[src/hdl/rrcs_pkg.sv]
// rrcs_pkg: shared types and codes for the raid request command sequencer
// used by rrcs_ctrl, rrcs_dp, the top level and its checker; no dependencies
`default_nettype none

package rrcs_pkg;

   localparam int CmdW     = 3;
   localparam int DiskW    = 4;
   localparam int BlkW     = 12;
   localparam int StatW    = 2;
   localparam int LbW      = 16;
   localparam int CsrIdxW  = 2;
   localparam int CsrDataW = 8;
   localparam int LevelW   = 3;

   // disk commands
   localparam logic [CmdW-1:0] CMD_NONE  = 3'd0;
   localparam logic [CmdW-1:0] CMD_READ  = 3'd1;
   localparam logic [CmdW-1:0] CMD_WRITE = 3'd2;
   localparam logic [CmdW-1:0] CMD_RDXOR = 3'd3;
   localparam logic [CmdW-1:0] CMD_HXOR  = 3'd4;
   localparam logic [CmdW-1:0] CMD_WACC  = 3'd5;
   localparam logic [CmdW-1:0] CMD_RET   = 3'd6;

   // request status
   localparam logic [StatW-1:0] STAT_OK        = 2'd0;
   localparam logic [StatW-1:0] STAT_NO_ARRAY  = 2'd1;
   localparam logic [StatW-1:0] STAT_DISK_DOWN = 2'd2;
   localparam logic [StatW-1:0] STAT_RANGE     = 2'd3;

   // raid levels
   localparam logic [LevelW-1:0] LVL_RAID0  = 3'd0;
   localparam logic [LevelW-1:0] LVL_RAID1  = 3'd1;
   localparam logic [LevelW-1:0] LVL_RAID01 = 3'd2;
   localparam logic [LevelW-1:0] LVL_RAID4  = 3'd3;
   localparam logic [LevelW-1:0] LVL_RAID5  = 3'd4;

   // configuration register indexes
   localparam logic [CsrIdxW-1:0] REG_ARRAY_PRESENT = 2'd0;
   localparam logic [CsrIdxW-1:0] REG_RAID_LEVEL    = 2'd1;
   localparam logic [CsrIdxW-1:0] REG_DISK_OK_MASK  = 2'd2;

   typedef enum logic [3:0] {
      S_IDLE,
      S_MUL1,
      S_FIX1,
      S_MUL2,
      S_FIX2,
      S_PLAN,
      S_ERR,
      S_SCAN,
      S_RET,
      S_RMW_RD_DATA,
      S_RMW_WR_DATA,
      S_RMW_RD_PAR,
      S_RMW_HXOR,
      S_RMW_WACC
   } ctl_state_type;

   typedef enum logic [2:0] {
      EM_ERR,
      EM_SCAN,
      EM_RET,
      EM_RD_DATA,
      EM_WR_DATA,
      EM_RD_PAR,
      EM_HXOR,
      EM_WACC
   } emit_kind_type;

   typedef struct packed {
      logic          capture;
      logic          mul;
      logic          fix;
      logic          pass2;
      logic          plan;
      logic          idx_step;
      logic          emit_valid;
      logic          emit_last;
      emit_kind_type emit_kind;
   } ctl_cmd_type;

   typedef struct packed {
      logic plan_err;
      logic plan_rmw;
      logic ret_after;
      logic hit;
      logic more;
   } dp_stat_type;

endpackage

`default_nettype wire

[src/hdl/rrcs_ctrl.sv]
// rrcs_ctrl: request sequencing state machine of the raid command sequencer
// drives rrcs_dp through rrcs_pkg::ctl_cmd_type, reads rrcs_pkg::dp_stat_type
`default_nettype none

module rrcs_ctrl (
   input  wire logic                 clock,
   input  wire logic                 reset,
   input  wire logic                 start,
   output logic                      busy,
   input  wire rrcs_pkg::dp_stat_type stat,
   output rrcs_pkg::ctl_cmd_type     cmd
);

   rrcs_pkg::ctl_state_type state_ff, state_in;

   always_ff @(posedge clock) begin
      if (reset) begin
         state_ff <= rrcs_pkg::S_IDLE;
      end else begin
         state_ff <= state_in;
      end
   end

   always_comb begin
      state_in       = state_ff;
      cmd            = '0;
      cmd.emit_kind  = rrcs_pkg::EM_ERR;
      busy           = (state_ff != rrcs_pkg::S_IDLE);
      case (state_ff)
         rrcs_pkg::S_IDLE: begin
            if (start) begin
               cmd.capture = 1'b1;
               state_in    = rrcs_pkg::S_MUL1;
            end
         end
         rrcs_pkg::S_MUL1: begin
            cmd.mul  = 1'b1;
            state_in = rrcs_pkg::S_FIX1;
         end
         rrcs_pkg::S_FIX1: begin
            cmd.fix  = 1'b1;
            state_in = rrcs_pkg::S_MUL2;
         end
         rrcs_pkg::S_MUL2: begin
            cmd.mul   = 1'b1;
            cmd.pass2 = 1'b1;
            state_in  = rrcs_pkg::S_FIX2;
         end
         rrcs_pkg::S_FIX2: begin
            cmd.fix   = 1'b1;
            cmd.pass2 = 1'b1;
            state_in  = rrcs_pkg::S_PLAN;
         end
         rrcs_pkg::S_PLAN: begin
            cmd.plan = 1'b1;
            if (stat.plan_err) begin
               state_in = rrcs_pkg::S_ERR;
            end else if (stat.plan_rmw) begin
               state_in = rrcs_pkg::S_RMW_RD_DATA;
            end else begin
               state_in = rrcs_pkg::S_SCAN;
            end
         end
         rrcs_pkg::S_ERR: begin
            cmd.emit_valid = 1'b1;
            cmd.emit_last  = 1'b1;
            cmd.emit_kind  = rrcs_pkg::EM_ERR;
            state_in       = rrcs_pkg::S_IDLE;
         end
         rrcs_pkg::S_SCAN: begin
            // walk the disks upward, stop after the highest selected one
            cmd.emit_valid = stat.hit;
            cmd.emit_last  = !stat.more && !stat.ret_after;
            cmd.emit_kind  = rrcs_pkg::EM_SCAN;
            if (stat.more) begin
               cmd.idx_step = 1'b1;
            end else if (stat.ret_after) begin
               state_in = rrcs_pkg::S_RET;
            end else begin
               state_in = rrcs_pkg::S_IDLE;
            end
         end
         rrcs_pkg::S_RET: begin
            cmd.emit_valid = 1'b1;
            cmd.emit_last  = 1'b1;
            cmd.emit_kind  = rrcs_pkg::EM_RET;
            state_in       = rrcs_pkg::S_IDLE;
         end
         rrcs_pkg::S_RMW_RD_DATA: begin
            cmd.emit_valid = 1'b1;
            cmd.emit_kind  = rrcs_pkg::EM_RD_DATA;
            state_in       = rrcs_pkg::S_RMW_WR_DATA;
         end
         rrcs_pkg::S_RMW_WR_DATA: begin
            cmd.emit_valid = 1'b1;
            cmd.emit_kind  = rrcs_pkg::EM_WR_DATA;
            state_in       = rrcs_pkg::S_RMW_RD_PAR;
         end
         rrcs_pkg::S_RMW_RD_PAR: begin
            cmd.emit_valid = 1'b1;
            cmd.emit_kind  = rrcs_pkg::EM_RD_PAR;
            state_in       = rrcs_pkg::S_RMW_HXOR;
         end
         rrcs_pkg::S_RMW_HXOR: begin
            cmd.emit_valid = 1'b1;
            cmd.emit_kind  = rrcs_pkg::EM_HXOR;
            state_in       = rrcs_pkg::S_RMW_WACC;
         end
         rrcs_pkg::S_RMW_WACC: begin
            cmd.emit_valid = 1'b1;
            cmd.emit_last  = 1'b1;
            cmd.emit_kind  = rrcs_pkg::EM_WACC;
            state_in       = rrcs_pkg::S_IDLE;
         end
         default: begin
            state_in = rrcs_pkg::S_IDLE;
         end
      endcase
   end

endmodule

`default_nettype wire

[src/hdl/rrcs_dp.sv]
// rrcs_dp: datapath of the raid command sequencer: config registers, block
// mapping by reciprocal multiply, command plan and result register; uses rrcs_pkg
`default_nettype none

module rrcs_dp #(
   parameter int NUM_DISKS   = 4,
   parameter int DISK_BLOCKS = 4096
) (
   input  wire logic                               clock,
   input  wire logic                               reset,
   input  wire logic                               req_op,
   input  wire logic [rrcs_pkg::LbW-1:0]           req_logical_block,
   input  wire logic                               csr_we,
   input  wire logic [rrcs_pkg::CsrIdxW-1:0]       csr_index,
   input  wire logic [rrcs_pkg::CsrDataW-1:0]      csr_wdata,
   input  wire rrcs_pkg::ctl_cmd_type              cmd,
   output rrcs_pkg::dp_stat_type                   stat,
   output logic                                    rsp_valid,
   output logic [rrcs_pkg::CmdW-1:0]               rsp_command,
   output logic [rrcs_pkg::DiskW-1:0]              rsp_disk_number,
   output logic [rrcs_pkg::BlkW-1:0]               rsp_physical_block,
   output logic [rrcs_pkg::StatW-1:0]              rsp_status,
   output logic                                    rsp_last_command
);

   localparam int Half = NUM_DISKS / 2;
   localparam int IdxW = $clog2(NUM_DISKS);
   localparam int LbW  = rrcs_pkg::LbW;
   localparam int DskW = rrcs_pkg::DiskW;
   localparam int ProdW = LbW + 32;
   localparam int RemW  = LbW + DskW;

   // floor(2^31 / divisor): quotient estimate is exact or one short for 16-bit values
   localparam logic [31:0] RecipN  = 32'((64'd1 << 31) / NUM_DISKS);
   localparam logic [31:0] RecipH  = 32'((64'd1 << 31) / Half);
   localparam logic [31:0] RecipN1 = 32'((64'd1 << 31) / (NUM_DISKS - 1));
   localparam logic [31:0] RecipOne = 32'h8000_0000;
   localparam logic [DskW-1:0] DivN  = DskW'(NUM_DISKS);
   localparam logic [DskW-1:0] DivH  = DskW'(Half);
   localparam logic [DskW-1:0] DivN1 = DskW'(NUM_DISKS - 1);
   localparam logic [LbW:0]    BlkLimit = (LbW+1)'(DISK_BLOCKS);

   // configuration
   logic                               present_ff;
   logic [rrcs_pkg::LevelW-1:0]        level_ff;
   logic [rrcs_pkg::CsrDataW-1:0]      ok_mask_ff;

   // request and mapping
   logic                       op_ff;
   logic [LbW-1:0]             lb_ff;
   logic [ProdW-1:0]           prod_ff;
   logic [LbW-1:0]             b_ff;
   logic [DskW-1:0]            d_ff;
   logic [DskW-1:0]            p_ff;

   // plan
   logic [rrcs_pkg::StatW-1:0] err_ff;
   logic [NUM_DISKS-1:0]       mask_ff;
   logic [rrcs_pkg::CmdW-1:0]  scan_cmd_ff;
   logic                       ret_ff;
   logic [IdxW-1:0]            idx_ff;

   // result register
   logic                       rsp_valid_ff;
   logic [rrcs_pkg::CmdW-1:0]  rsp_command_ff, rsp_command_in;
   logic [DskW-1:0]            rsp_disk_ff, rsp_disk_in;
   logic [rrcs_pkg::BlkW-1:0]  rsp_blk_ff, rsp_blk_in;
   logic [rrcs_pkg::StatW-1:0] rsp_status_ff, rsp_status_in;
   logic                       rsp_last_ff;

   always_ff @(posedge clock) begin
      if (reset) begin
         present_ff <= 1'b0;
         level_ff   <= '0;
         ok_mask_ff <= '0;
      end else if (csr_we) begin
         case (csr_index)
            rrcs_pkg::REG_ARRAY_PRESENT: present_ff <= csr_wdata[0];
            rrcs_pkg::REG_RAID_LEVEL:    level_ff   <= csr_wdata[rrcs_pkg::LevelW-1:0];
            rrcs_pkg::REG_DISK_OK_MASK:  ok_mask_ff <= csr_wdata;
            default: ;
         endcase
      end
   end

   // divide by the level's divisor, or by the disk count on the second pass
   logic [DskW-1:0]  div1, dsel;
   logic [31:0]      recip1, rsel;
   logic [LbW-1:0]   num;
   logic [ProdW-1:0] prod_in;
   logic [LbW-1:0]   q_est, q_fix;
   logic [RemW-1:0]  qd, rem_raw;
   logic [DskW-1:0]  r_fix;
   logic [DskW-1:0]  p_in;

   always_comb begin
      case (level_ff)
         rrcs_pkg::LVL_RAID0: begin
            div1   = DivN;
            recip1 = RecipN;
         end
         rrcs_pkg::LVL_RAID1: begin
            div1   = DskW'(1);
            recip1 = RecipOne;
         end
         rrcs_pkg::LVL_RAID01: begin
            div1   = DivH;
            recip1 = RecipH;
         end
         default: begin
            div1   = DivN1;
            recip1 = RecipN1;
         end
      endcase
      num     = cmd.pass2 ? b_ff : lb_ff;
      dsel    = cmd.pass2 ? DivN : div1;
      rsel    = cmd.pass2 ? RecipN : recip1;
      prod_in = ProdW'(num) * ProdW'(rsel);
      q_est   = prod_ff[LbW+30:31];
      qd      = RemW'(q_est) * RemW'(dsel);
      rem_raw = RemW'(num) - qd;
      if (rem_raw >= RemW'(dsel)) begin
         q_fix = q_est + LbW'(1);
         r_fix = DskW'(rem_raw - RemW'(dsel));
      end else begin
         q_fix = q_est;
         r_fix = DskW'(rem_raw);
      end
      // raid4 keeps parity on the last disk, raid5 rotates it downward
      if (level_ff == rrcs_pkg::LVL_RAID4) begin
         p_in = DivN;
      end else begin
         p_in = DivN - r_fix;
      end
   end

   always_ff @(posedge clock) begin
      if (cmd.capture) begin
         op_ff <= req_op;
         lb_ff <= req_logical_block;
      end
      if (cmd.mul) begin
         prod_ff <= prod_in;
      end
      if (cmd.fix && !cmd.pass2) begin
         b_ff <= q_fix;
         d_ff <= r_fix + DskW'(1);
      end
      if (cmd.fix && cmd.pass2) begin
         p_ff <= p_in;
         // raid5 data disks skip over the parity disk
         if (level_ff == rrcs_pkg::LVL_RAID5 && d_ff >= p_in) begin
            d_ff <= d_ff + DskW'(1);
         end
      end
   end

   // command plan
   logic [NUM_DISKS-1:0]       ok_n, dbit, d2bit, pbit, lowest;
   logic                       d_ok, d2_ok, p_ok, range_bad;
   logic [rrcs_pkg::CmdW-1:0]  rw_cmd;
   logic [rrcs_pkg::StatW-1:0] plan_err_code;
   logic [NUM_DISKS-1:0]       plan_mask;
   logic [rrcs_pkg::CmdW-1:0]  plan_cmd;
   logic                       plan_ret, plan_rmw;

   always_comb begin
      ok_n      = ok_mask_ff[NUM_DISKS-1:0];
      dbit      = NUM_DISKS'(1) << (d_ff - DskW'(1));
      d2bit     = dbit << Half;
      pbit      = NUM_DISKS'(1) << (p_ff - DskW'(1));
      lowest    = ok_n & (~ok_n + NUM_DISKS'(1));
      d_ok      = |(ok_n & dbit);
      d2_ok     = |(ok_n & d2bit);
      p_ok      = |(ok_n & pbit);
      range_bad = ((LbW+1)'(b_ff) + (LbW+1)'(1)) >= BlkLimit;
      rw_cmd    = op_ff ? rrcs_pkg::CMD_WRITE : rrcs_pkg::CMD_READ;

      plan_err_code = rrcs_pkg::STAT_OK;
      plan_mask     = '0;
      plan_cmd      = rw_cmd;
      plan_ret      = 1'b0;
      plan_rmw      = 1'b0;

      if (!present_ff || level_ff > rrcs_pkg::LVL_RAID5) begin
         plan_err_code = rrcs_pkg::STAT_NO_ARRAY;
      end else if (range_bad) begin
         plan_err_code = rrcs_pkg::STAT_RANGE;
      end else begin
         case (level_ff)
            rrcs_pkg::LVL_RAID0: begin
               if (d_ok) begin
                  plan_mask = dbit;
               end else begin
                  plan_err_code = rrcs_pkg::STAT_DISK_DOWN;
               end
            end
            rrcs_pkg::LVL_RAID1: begin
               if (ok_n == '0) begin
                  plan_err_code = rrcs_pkg::STAT_DISK_DOWN;
               end else begin
                  plan_mask = op_ff ? ok_n : lowest;
               end
            end
            rrcs_pkg::LVL_RAID01: begin
               if (op_ff) begin
                  plan_mask = (dbit | d2bit) & ok_n;
                  if (!d_ok && !d2_ok) begin
                     plan_err_code = rrcs_pkg::STAT_DISK_DOWN;
                  end
               end else if (d_ok) begin
                  plan_mask = dbit;
               end else if (d2_ok) begin
                  plan_mask = d2bit;
               end else begin
                  plan_err_code = rrcs_pkg::STAT_DISK_DOWN;
               end
            end
            default: begin
               if (!op_ff) begin
                  if (d_ok) begin
                     plan_mask = dbit;
                  end else if ((ok_n | dbit) != {NUM_DISKS{1'b1}}) begin
                     plan_err_code = rrcs_pkg::STAT_DISK_DOWN;
                  end else begin
                     // rebuild from every other disk, then hand back the sum
                     plan_mask = ~dbit;
                     plan_cmd  = rrcs_pkg::CMD_RDXOR;
                     plan_ret  = 1'b1;
                  end
               end else if (!d_ok) begin
                  plan_err_code = rrcs_pkg::STAT_DISK_DOWN;
               end else if (!p_ok) begin
                  plan_mask = dbit;
               end else begin
                  plan_rmw = 1'b1;
               end
            end
         endcase
      end
   end

   always_ff @(posedge clock) begin
      if (cmd.plan) begin
         err_ff      <= plan_err_code;
         mask_ff     <= plan_mask;
         scan_cmd_ff <= plan_cmd;
         ret_ff      <= plan_ret;
      end
   end

   always_ff @(posedge clock) begin
      if (reset) begin
         idx_ff <= '0;
      end else if (cmd.plan) begin
         idx_ff <= '0;
      end else if (cmd.idx_step) begin
         idx_ff <= idx_ff + IdxW'(1);
      end
   end

   always_comb begin
      stat.plan_err  = (plan_err_code != rrcs_pkg::STAT_OK);
      stat.plan_rmw  = plan_rmw;
      stat.ret_after = ret_ff;
      stat.hit       = mask_ff[idx_ff];
      stat.more      = ((mask_ff >> idx_ff) >> 1) != '0;
   end

   // result word
   logic [rrcs_pkg::BlkW-1:0] pblk;

   always_comb begin
      pblk           = b_ff[rrcs_pkg::BlkW-1:0] + rrcs_pkg::BlkW'(1);
      rsp_command_in = rrcs_pkg::CMD_NONE;
      rsp_disk_in    = '0;
      rsp_blk_in     = '0;
      rsp_status_in  = rrcs_pkg::STAT_OK;
      case (cmd.emit_kind)
         rrcs_pkg::EM_ERR: begin
            rsp_status_in = err_ff;
         end
         rrcs_pkg::EM_SCAN: begin
            rsp_command_in = scan_cmd_ff;
            rsp_disk_in    = DskW'(idx_ff) + DskW'(1);
            rsp_blk_in     = pblk;
         end
         rrcs_pkg::EM_RET: begin
            rsp_command_in = rrcs_pkg::CMD_RET;
         end
         rrcs_pkg::EM_RD_DATA: begin
            rsp_command_in = rrcs_pkg::CMD_RDXOR;
            rsp_disk_in    = d_ff;
            rsp_blk_in     = pblk;
         end
         rrcs_pkg::EM_WR_DATA: begin
            rsp_command_in = rrcs_pkg::CMD_WRITE;
            rsp_disk_in    = d_ff;
            rsp_blk_in     = pblk;
         end
         rrcs_pkg::EM_RD_PAR: begin
            rsp_command_in = rrcs_pkg::CMD_RDXOR;
            rsp_disk_in    = p_ff;
            rsp_blk_in     = pblk;
         end
         rrcs_pkg::EM_HXOR: begin
            rsp_command_in = rrcs_pkg::CMD_HXOR;
         end
         rrcs_pkg::EM_WACC: begin
            rsp_command_in = rrcs_pkg::CMD_WACC;
            rsp_disk_in    = p_ff;
            rsp_blk_in     = pblk;
         end
         default: ;
      endcase
   end

   always_ff @(posedge clock) begin
      if (reset) begin
         rsp_valid_ff <= 1'b0;
      end else begin
         rsp_valid_ff <= cmd.emit_valid;
      end
   end

   always_ff @(posedge clock) begin
      if (cmd.emit_valid) begin
         rsp_command_ff <= rsp_command_in;
         rsp_disk_ff    <= rsp_disk_in;
         rsp_blk_ff     <= rsp_blk_in;
         rsp_status_ff  <= rsp_status_in;
         rsp_last_ff    <= cmd.emit_last;
      end
   end

   assign rsp_valid          = rsp_valid_ff;
   assign rsp_command        = rsp_command_ff;
   assign rsp_disk_number    = rsp_disk_ff;
   assign rsp_physical_block = rsp_blk_ff;
   assign rsp_status         = rsp_status_ff;
   assign rsp_last_command   = rsp_last_ff;

endmodule

`default_nettype wire

[src/hdl/raid_request_command_sequencer.sv]
// raid_request_command_sequencer: top level, joins rrcs_ctrl and rrcs_dp
// depends on rrcs_pkg, rrcs_ctrl, rrcs_dp
//
// A request is taken when start is high and busy is low. Mapping runs two
// passes through one reciprocal multiplier, each with a remainder fix, then a
// planning step, after which the command words are issued, and each result
// word shows on the rsp_ ports, strobed by rsp_valid, in the cycle after it is
// issued. An error answer is a single word; a raid4/5 parity update issues a
// read-xor of the data disk, a write of it, a read-xor of the parity disk, a
// host xor and a write-accumulate to the parity disk. Every other request
// walks the disks one at a time from disk 1 up to the highest disk it uses, so
// a lone command on a high disk waits while the lower disks are passed and the
// words of a multi-disk request may have idle gaps; a degraded raid4/5 read
// ends with an extra word that returns the accumulator. busy falls in the cycle the final
// word (rsp_last_command high) is shown. Result words cannot be held off: the
// receiver must take every strobed word. Configuration registers are written
// whenever csr_we is high, so write them only while busy is low.
`default_nettype none

module raid_request_command_sequencer #(
   parameter int NUM_DISKS   = 4,
   parameter int DISK_BLOCKS = 4096
) (
   input  wire logic                               clock,
   input  wire logic                               reset,
   input  wire logic                               start,
   output logic                                    busy,
   input  wire logic                               req_op,
   input  wire logic [rrcs_pkg::LbW-1:0]           req_logical_block,
   output logic                                    rsp_valid,
   output logic [rrcs_pkg::CmdW-1:0]               rsp_command,
   output logic [rrcs_pkg::DiskW-1:0]              rsp_disk_number,
   output logic [rrcs_pkg::BlkW-1:0]               rsp_physical_block,
   output logic [rrcs_pkg::StatW-1:0]              rsp_status,
   output logic                                    rsp_last_command,
   input  wire logic                               csr_we,
   input  wire logic [rrcs_pkg::CsrIdxW-1:0]       csr_index,
   input  wire logic [rrcs_pkg::CsrDataW-1:0]      csr_wdata
);

   rrcs_pkg::ctl_cmd_type ctl_cmd;
   rrcs_pkg::dp_stat_type dp_stat;

   rrcs_ctrl u_ctrl (
      .clock (clock),
      .reset (reset),
      .start (start),
      .busy  (busy),
      .stat  (dp_stat),
      .cmd   (ctl_cmd)
   );

   rrcs_dp #(
      .NUM_DISKS   (NUM_DISKS),
      .DISK_BLOCKS (DISK_BLOCKS)
   ) u_dp (
      .clock              (clock),
      .reset              (reset),
      .req_op             (req_op),
      .req_logical_block  (req_logical_block),
      .csr_we             (csr_we),
      .csr_index          (csr_index),
      .csr_wdata          (csr_wdata),
      .cmd                (ctl_cmd),
      .stat               (dp_stat),
      .rsp_valid          (rsp_valid),
      .rsp_command        (rsp_command),
      .rsp_disk_number    (rsp_disk_number),
      .rsp_physical_block (rsp_physical_block),
      .rsp_status         (rsp_status),
      .rsp_last_command   (rsp_last_command)
   );

endmodule

`default_nettype wire

[config.mk]
export PLATFORM = sky130hd
export DESIGN_NAME = raid_request_command_sequencer
export DESIGN_NICKNAME = d
export VERILOG_FILES = /design/src/hdl/rrcs_pkg.sv /design/src/hdl/rrcs_ctrl.sv /design/src/hdl/rrcs_dp.sv /design/src/hdl/raid_request_command_sequencer.sv
export SDC_FILE = /design/constraint.sdc
export NUM_CORES = 1
export LEC_CHECK = 0
export ABC_AREA = 1
export BUFFER_PORTS_ARGS = -buffer_cell sky130_fd_sc_hd__buf_2
export CAP_MARGIN = 5
export CORE_MARGIN = 8
export CORE_UTILIZATION = 45
export DETAILED_ROUTE_END_ITERATION = 7
export PLACE_DENSITY = 0.59
export SYNTH_ARGS = -nofsm -noshare
export SYNTH_HDL_FRONTEND = slang
export SYNTH_SLANG_ARGS = --single-unit
[constraint.sdc]
create_clock -name clock -period 18.6 [get_ports clock]
set_clock_uncertainty 0.05 [all_clocks]
set_input_delay 0 -clock clock [delete_from_list [all_inputs] [get_ports clock]]
set_output_delay 0 -clock clock [all_outputs]
set_load 0.05 [all_outputs]
==> impl_metrics.toml <==
[logic_synthesis]
syn-instance-count = 1855
seq_area_frac_synth_pct = 20.6
synth_edf_count = 84
synthArstFlopShare_pct = 0
ys_ff_latch = 103
syn-mean-instance-area_sq_um = 7.60
syn_area_sq_um = 14100
ys.flop_type = "edfxtp_1"
syn-num-nets = 2175
yosysWarnings = 0
synth.distinct_cells = 55

[layout]
mostFrequentLayoutCells = "inv_1, nand2_1, nor2_1"
fin_area_sq_um = 15400
num-nets-final = 2252
drive_above_1_share_pct = 7.49
final_common_cell = "inv_1"
area_delta_synth_final_pct = 9.17
layout.cells.non_filler = 2339
n_antenna_cell = 0
fillers = 3150
fin_util_pct = 49.3

[cts]
ctsLongestPathBuffers = 2
root_buffer = "clkbuf_16"
clk_pin_slew_ps = 70
cts.sinks = 103
clkLatencyLatePin_ps = 380
cts_made_buffers = 9
h-tree-depth = 3
cts_tree = "built"

[setup_path]
crit_slowest_cell = "fa_1"
crit_arrival_ps = 8130
endpoint_kind = "flop"
cpMostUsedCell = "nand2_1"
r2r_start = "u_dp.level_ff[2]$_SDFFE_PP0P_"
cp_num_cells = 46
cp.required_ps = 18830
startpoint = "u_dp.level_ff[2]$_SDFFE_PP0P_"
path_delay_family = "simple AND/OR/NAND/NOR gates"
r2r-end = "u_dp.d_ff[0]$_DFF_P_"
cp_slowest_stage_delay_ps = 500
cp-endpoint = "u_dp.d_ff[0]$_DFF_P_"
worst_setup_path_start_kind = "flop"
critPathBufInv = 9
crit_fanout = 15
reg2regPathDepth = 46
crit_type = "reg -> reg"
reg2reg_setup_slack_ps = 10710

[drt]
viasPerCell = 5.14
ant_nets = 0
drtPass1Iterations = 5
detail_route.wirelength_mm = 39.0
first_iter_violations = 756
drc = 0
wl_per_cell_um = 16.7
vias = 12017

[placed_design]
place.gp.congestion = 0.925
io_buffers = 50
dp_cells = 2296
dpl-instance-area_sq_um = 14800
dpl.hpwl_mm = 33.5

[sta]
worstMarginPinSlew_ps = 1070
slew_viol_final = 0
maxSlewHeadroom_pct = 28.2
setup_viol = 0
max_freq_mhz = 127
hold_viol = 0
hold-worst-slack_ps = 32.1
period_share_pct = 42.4
finalWorstPathRequiredPeriod_ps = 7890
tns_ps = 0
rsz0062_at_grt = "no"

[grt]
grt.busiest_layer = "met2"
grt_pass1_vias = 12192
grt_pass1_wl_mm = 63.0
met3_usage_pct = 2.59
antenna_found_initial = 1
grtUsageMet2_pct = 36.3
met1_usage_pct = 28.7
grt_start_max_net_pins = 35
grt_usage_pct = 21.8
grt.overflow.total = 0

[die]
die-area_sq_um = 37300
core_region_area_sq_um = 31200
num_rows = 65
start_util_pct = 45.2
ioPinCount = 55
die_w_um = 193
die_h_um = 193

[power_and_ir_drop]
vdd_drop_max_mv = 0.126
p_leak_uw = 0.00797
power.density_nw_per_um2 = 186

[flow_run]
drv_cap = 0

[outcome]
outcome = "complete, no violations"

[min_path]
hold_depth = 4
hold_class = "in -> reg"
[synthesized netlist by cell type (3+ instances only)]
cell | instances | area [sq um]
inv_1 | 392 | 1470
ha_1 | 173 | 2160
nor4_1 | 5 | 31.3
nor3b_1 | 3 | 22.5
nand3_1 | 64 | 320
nand3_2 | 6 | 60.1
nand2_2 | 19 | 119
xor2_1 | 38 | 333
nor3_1 | 24 | 120
o21ai_0 | 68 | 340
or2_2 | 5 | 31.3
a31oi_1 | 15 | 93.8
a211oi_1 | 4 | 30.0
nand2_4 | 3 | 33.8
o21ai_1 | 5 | 25.0
clkbuf_1 | 11 | 41.3
inv_2 | 8 | 30.0
fa_1 | 116 | 2320
xnor2_1 | 17 | 149
nand4_1 | 24 | 150
nor2_2 | 16 | 100
a21oi_1 | 99 | 495
o22ai_1 | 8 | 50.1
nor2_1 | 189 | 709
nor3_2 | 5 | 50.1
nor2_4 | 4 | 45.0
edfxtp_1 | 84 | 2520
a21o_1 | 3 | 22.5
dfxtp_1 | 19 | 380
o211ai_1 | 5 | 37.5
o21bai_1 | 4 | 30.0
o21a_1 | 5 | 37.5
nand3b_1 | 4 | 30.0
o221ai_1 | 5 | 43.8
nand2_1 | 378 | 1420
[cells by family after synthesis]
family / after synthesis / synth area share, %
AOI/OAI and AO/OA: 236 / 9.54
buffers and inverters: 418 / 11.2
xor gates and xnor gates: 56 / 3.53
adders and majority gates: 289 / 31.8
and+or+nand+nor: 753 / 23.3
DFF: 103 / 20.6
[repair_timing]
item	in CTS	in global routing
hold endpoints to repair	28	0
setup buffers	0	0
hold buffers	27	0
resized for setup	0	0
[tightest hold or removal path, stage by stage]
cell	delay, ps
buf_2	100
nor3_1	50
inv_1	160
a21oi_1	90
[sequential cells by signal, indices dropped and copies added, names as in the netlist, 12 cells and up]
signal                   flops
u_dp.b_ff                   16
u_dp.prod_ff                16
u_dp.rsp_physical_block     12
u_dp.lb_ff                  16
[worst min-delay path by stage]
stage / slack (ps) / endpoint / startpoint
after floorplan: 20 / u_ctrl.state_ff[0]$_SDFFE_PP0P_ / reset
after global placement: 130 / u_dp.lb_ff[5]$_DFFE_PP_ / req_logical_block[5]
after detailed placement: 130 / u_dp.lb_ff[7]$_DFFE_PP_ / req_logical_block[7]
after CTS: 20 / u_dp.ok_mask_ff[3]$_SDFFE_PP0P_ / csr_index[0]
after global routing: 60 / u_dp.ok_mask_ff[0]$_SDFFE_PP0P_ / csr_index[0]
final: 30 / u_dp.ok_mask_ff[2]$_SDFFE_PP0P_ / csr_index[0]
[through the flow]
stage	power (uW)	worst slack, ps
3_3_place_gp	2620	10860
3_5_place_dp	2640	10840
5_1_grt	3200	10010
6_report	2860	10710
4_1_cts	2860	10790
2_1_floorplan	2060	12050
[per-layer routing]
metal	part of all wire [%]	routed length, um	vias up
li1	-	-	6066
met1	46	18100	5576
met2	45	17700	308
met3	4.2	1660	67
met4	3.8	1500	0
met5	0	0	-
[power by group]
part / switching, uW / leakage [uW] / internal (uW) / total, uW
Sequential: 68.2 / 0.000906 / 339 / 407
Combinational: 1480 / 0.00692 / 772 / 2250
Clock: 96.1 / 0.000147 / 107 / 203
[area by class of cell]
type | count | area (sq um) | area share [%]
Inverter | 403 | 1520 | 9.84
Multi-Input combinational cell | 1334 | 9620 | 62.5
Clock buffer | 10 | 229 | 1.49
Clock inverter | 6 | 77.6 | 0.504
Tap cell | 402 | 503 | 3.27
Timing Repair Buffer | 81 | 551 | 3.57
Sequential cell | 103 | 2900 | 18.8
Note: power is estimated with default switching activity, not from simulation.
